`src/hw/rtl/bubox_pkg.sv`:
```
// shared types and constants of the bilinear upscale and box blur block
// no dependencies
package bubox_pkg;

	localparam int CFG_W       = 9;   // widest configuration register
	localparam int CFG_IDX_W   = 1;
	localparam int COORD_W     = 9;
	localparam int PIX_IN_W    = 16;
	localparam int OUT_W       = 22;
	localparam int DIM_W       = 14;  // holds an effective dimension up to 16383
	localparam int S_TDATA_W   = 40;  // coord_x, coord_y, pixel_value, zero fill
	localparam int M_TDATA_W   = 24;  // blurred_value, zero fill

	// configuration register indexes
	localparam logic [CFG_IDX_W-1:0] REG_SRC_WIDTH  = 1'd0;
	localparam logic [CFG_IDX_W-1:0] REG_SRC_HEIGHT = 1'd1;

	// command codes carried in s_tuser
	localparam logic CMD_WRITE = 1'b0;
	localparam logic CMD_READ  = 1'b1;

	localparam logic [CFG_W-1:0] SRC_DIM_RESET = 9'd8;

	typedef enum logic [1:0] {
		ST_IDLE,
		ST_READ,
		ST_DRAIN,
		ST_EMIT
	} bubox_state_t;

	// controller to datapath
	typedef struct packed {
		logic take;      // input item accepted this cycle
		logic rd_en;     // issue one source read of the 3x3 footprint
		logic load_out;  // move the finished sum into the output register
	} bubox_cmd_t;

	// datapath to controller
	typedef struct packed {
		logic is_read;   // offered item is a read
		logic hit;       // offered read lies inside the window
		logic last_tap;  // current tap is the last of the footprint
		logic out_free;  // output register can take a new item
	} bubox_status_t;

endpackage

```
`src/hw/rtl/bubox_ctrl.sv`:
```
// controller state machine of the bilinear upscale and box blur block
// depends on bubox_pkg
module bubox_ctrl (
	input  logic                    clk,
	input  logic                    arst_n,
	input  logic                    s_tvalid,
	output logic                    s_tready,
	input  bubox_pkg::bubox_status_t status,
	output bubox_pkg::bubox_cmd_t    cmd
);
	import bubox_pkg::*;

	bubox_state_t state_q;
	bubox_state_t state_nxt;

	always_ff @(posedge clk or negedge arst_n) begin
		if (!arst_n) begin
			state_q <= ST_IDLE;
		end else begin
			state_q <= state_nxt;
		end
	end

	always_comb begin
		state_nxt = state_q;
		case (state_q)
			ST_IDLE: begin
				if (s_tvalid && status.is_read) begin
					state_nxt = status.hit ? ST_READ : ST_EMIT;
				end
			end
			ST_READ: begin
				if (status.last_tap) begin
					state_nxt = ST_DRAIN;
				end
			end
			ST_DRAIN: state_nxt = ST_EMIT;
			ST_EMIT: begin
				if (status.out_free) begin
					state_nxt = ST_IDLE;
				end
			end
			default: state_nxt = ST_IDLE;
		endcase
	end

	always_comb begin
		s_tready     = (state_q == ST_IDLE);
		cmd.take     = (state_q == ST_IDLE) && s_tvalid;
		cmd.rd_en    = (state_q == ST_READ);
		cmd.load_out = (state_q == ST_EMIT) && status.out_free;
	end

endmodule

```
`config.mk`:
```
export PLATFORM = sky130hd
export DESIGN_NAME = bubox_ctrl
export DESIGN_NICKNAME = d
export VERILOG_FILES = /design/src/hw/rtl/bubox_pkg.sv /design/src/hw/rtl/bubox_ctrl.sv
export SDC_FILE = /design/constraint.sdc
export NUM_CORES = 1
export LEC_CHECK = 0
export BUFFER_PORTS_ARGS = -buffer_cell sky130_fd_sc_hd__buf_4
export CORE_AREA = 2 2 39 41
export CTS_CLUSTER_SIZE = 14
export DETAILED_ROUTE_END_ITERATION = 6
export DIE_AREA = 0 0 41 43
export PLACE_DENSITY = 0.35
export REMOVE_ABC_BUFFERS = 1
export SYNTH_ARGS = -nofsm -noshare
export SYNTH_HDL_FRONTEND = slang
export SYNTH_SLANG_ARGS = --single-unit
```
`constraint.sdc`:
```
create_clock -name clk -period 2.15 [get_ports clk]
set_clock_uncertainty 0.05 [all_clocks]
set_input_delay 0.215 -clock clk [delete_from_list [all_inputs] [get_ports clk]]
set_output_delay 0.215 -clock clk [all_outputs]
set_load 0.02 [all_outputs]
```
Word level (Yosys, flattened, before mapping)
Index checks and enable logic that the tools add are counted.

Bits in registers: 2. Input port bits: 7. Output and inout port bits: 4. Word-level logic and storage cells: 17.

Eq/ne operators: 6. Mux-type cells: 5. Reduce and logical (&&, ||, !) cells: 5.

Operator list (count): $mux 2 (4); $pmux 2 s4 (1); $eq 2x2->1 const B (2); $ne 2x2->1 const B (2); $logic_and 1x1->1 (3); $reduce_and 3->1 (1); $eq 2x1->1 const B (1); $logic_not 2->1 (1); $ne 2x1->1 const B (1).

Longest topological paths before layout
Depth after elaboration: 3. Depth in mapped cells: 5. Mapped depth without buffers: 5.

Worst setup path before layout
Ideal clock, no wire load.

Path kind: register to register. Start: register state_q[1]. End: register state_q[1]. Setup time: 71 ps. Arrival time: 1467 ps. Data required time: 2029 ps. Slack: 562 ps. Cell stages (with the launch flop): 6. Path buffers: 0. Period minus slack after synthesis: 1588 ps. Cells stage by stage: dfrtp_1 inv_1 ha_1 nor2b_1 or4_1 nand4_1.

RTL lines: from (decl) (RTL line bubox_ctrl.sv:13) `bubox_state_t state_q;`; from (signal assigned) (RTL line bubox_ctrl.sv:20) `state_q <= state_nxt;`.

Worst setup path in the final report
Start: register state_q[1]. End: register state_q[1].

Cells in the longest elaborated chain, start to end: 3. Elaborated cells between the ends (all ways): 9. Those cells by class: 6 x eq/ne; 1 x mux; 2 x reduce/logical.

Ends and longest elaborated chain: $eq 2x1->1, or another cell as far along (RTL line bubox_ctrl.sv:26) `case (state_q)`; $ne 2x2->1 (no source line) or $ne 2x1->1 (tied branches); $reduce_and 3->1 (no source line).

Several ways; a longest one is shown, not always the timed one. A chain may end at the register's enable or synchronous reset.

==> flow_metrics.tcl <==
set metrics [dict create \
    fillerInstances 167 \
    cts_buffer_depth 2 \
    top_register "state_q" \
    die_y_um 43 \
    drtIter0Drc 0 \
    placed_cell_area_um2 310.3 \
    synth_top_area_share 0.2326 \
    worstMarginPinSlew_ps 269.3 \
    cts_max_level 1 \
    largest_registers "state_q (2)" \
    drt_wl_total_um 466 \
    initial_core_util 0.1555 \
    layout_commonest_cell "buf_4" \
    slew_headroom 0.8201 \
    antenna_found_initial 0 \
    clock.fmax_ghz 0.6283 \
    hold_class "input port to async pin" \
    power_frac_comb 0.632 \
    drv_cap 0 \
    clkTransAtPathRegs_ps 30 \
    p_per_area_nw_per_um2 1283 \
    finalSetupTns_ps 0 \
    insertion_delay_ps 220 \
    grt_pass1_vias 207 \
    cts_root_buf "clkbuf_4" \
    dieWidth_um 41 \
    cts_buffers 3 \
    arrival_ps 1690 \
    area_growth_pct 59.30 \
    remaining_drc_errors 0 \
    grt_pass1_wl_um 731 \
    critical_path.top_delay_family "simple AND/OR/NAND/NOR gates" \
    critPathMaxFanout 5 \
    p_leak_uw 0.0001692 \
    largest_reg_flops 2 \
    crit_path_top_delay_cell "or4_1" \
    cts_tree "done" \
    antennaDiodeCount 0 \
    crit_path_end_kind "flop" \
    core_um2 1384 \
    slew_viol_final 0 \
    portBuffers 10 \
    swShare 0.4222 \
    grt_usage 0.06325 \
    drive_gt1_frac 0.3684 \
    drtAntennaViolNets 0 \
    multi_input_area_um2 157.7 \
    cp.required_ps 2250 \
    synth_area_um2 215.2 \
    final_cell_mix "buf_4, ha_1, nand2b_1, clkbuf_4" \
    hold_violations 0 \
    status "completed" \
    synth_edf_count 0 \
    synth-main-ff-cell "dfrtp_1" \
    crit_type "flop to flop" \
    via_per_inst 4.148 \
    ir_worst_vdd_mv 0.3478 \
    num_rows 14 \
    clkSinkCount 2 \
    gp_congestion 0.7867 \
    vias 224 \
    fin_util 0.2477 \
    path_buf_inv 1 \
    fin_nets 51 \
    grt_start_max_net_pins 8 \
    min_period_ps 1592 \
    hold_slack_ps 270.1 \
    finalCritPeriodShare 0.7403 \
    setup_viol 0 \
    synth-seq-cells 2 \
    regArea_um2 50.05 \
    seqPwrFrac 0.184 \
    intPower_uw 254.1 \
    ys_types 16 \
    yosys_warnings 0 \
    wl_per_cell_um 8.630 \
    grt_overflow_total 0 \
    ys_async_sr_fraction 1.000 \
    worstSetupStartpointType "flop" \
    seq_area_frac_synth 0.2326 \
    netlist.top_cell.by_area "dfrtp_1" \
    slowest_delay_ps 500 \
    switchingPower_uw 185.7 \
    synthTopCellsByArea "dfrtp_1, ha_1, nand2b_1" \
    post_cts_buffers 0 \
    dieArea_um2 1763 \
    dr.pass1.iters 1 \
    io_pins 11 \
    synthCells 24 \
    critical_path.cell_chain "inv_1 > ha_1 > nor2b_1 > or4_1 > nand4_1" \
    design_area_um2 342.8 \
    syn_avg_cell_area_um2 8.967 \
    rsz0062_at_grt "no" \
    clkPwrFrac 0.183 \
]
==> cell type report <==
class / count / share of cell area
Clock buffer: 3 / 0.06569
Inverter: 2 / 0.02190
Multi-Input combinational cell: 20 / 0.4599
Sequential cell: 2 / 0.1460
Tap cell: 16 / 0.05839
Timing Repair Buffer: 11 / 0.2482
==> per-stage QoR <==
| step | std cells | total power (uW) | setup WS, ps |
|---|---|---|---|
| final | 54 | 439.8 | 558.3 |
| after global routing | 54 | 487.7 | 476.3 |
| after CTS | 54 | 450.1 | 561.4 |
| after detailed placement | 50 | 358.9 | 572.3 |
| after global placement | 50 | 362.3 | 568.4 |
| after floorplan | 24 | 272.1 | 561.9 |
==> routing by layer <==
layer	GRT usage	vias up	part of all wire
met3	0.01571	0	0.036
li1	-	115	-
met4	0.06000	0	0
met2	0.09688	4	0.58
met5	0	-	0
met1	0.06431	105	0.39
==> logic make-up (layout without fill, tap and decap cells) <==
kind of cell / count (synthesis) / in the layout / synth area share
flip-flops: 2 / 2 / 0.2326
AO/OA/AOI/OAI: 3 / 3 / 0.08717
buffers and inverters: 2 / 16 / 0.03490
AND/OR/NAND/NOR: 13 / 13 / 0.4128
adder cells (fa/ha/maj): 4 / 4 / 0.2326
==> cell usage after synthesis (2+ instances only) <==
master	instances
dfrtp_1	2
nand2b_1	3
inv_1	2
and2_1	2
ha_1	4
==> worst reg2reg max path, cell delays in order (launching register included) <==
cell	delay, ps
dfrtp_1	400
inv_1	80
ha_1	200
nor2b_1	170
or4_1	500
nand4_1	110
==> power groups by stage <==
stage	Clock, uW	Sequential (uW)	Combinational [uW]
finish	80.7	81.0	278
CTS	87.2	80.1	283
detailed placement	0	80.5	278
floorplan	0	75.2	197
global route	90.9	83.1	314
global placement	0	82.1	280
==> final timing paths <==
kind / slack (ps) / endpoint / cells after the start / from
max in group asynchronous: 1690 / state_q[0] / 2 / arst_n
min reg2reg: 570 / state_q[0] / 2 / state_q[0]
min: 270 / state_q[1] / 2 / arst_n
max reg2reg: 560 / state_q[1] / 5 / state_q[1]
min in group clk: 330 / state_q[1] / 4 / status[3]
max: 560 / state_q[1] / 5 / state_q[1]
==> what timing repair did <==
action                    in CTS  in global routing
hold buffers                   1                  0
resized for setup              0                  0
hold endpoints to repair       2                  0
Note: power is estimated with default switching activity, not from simulation.
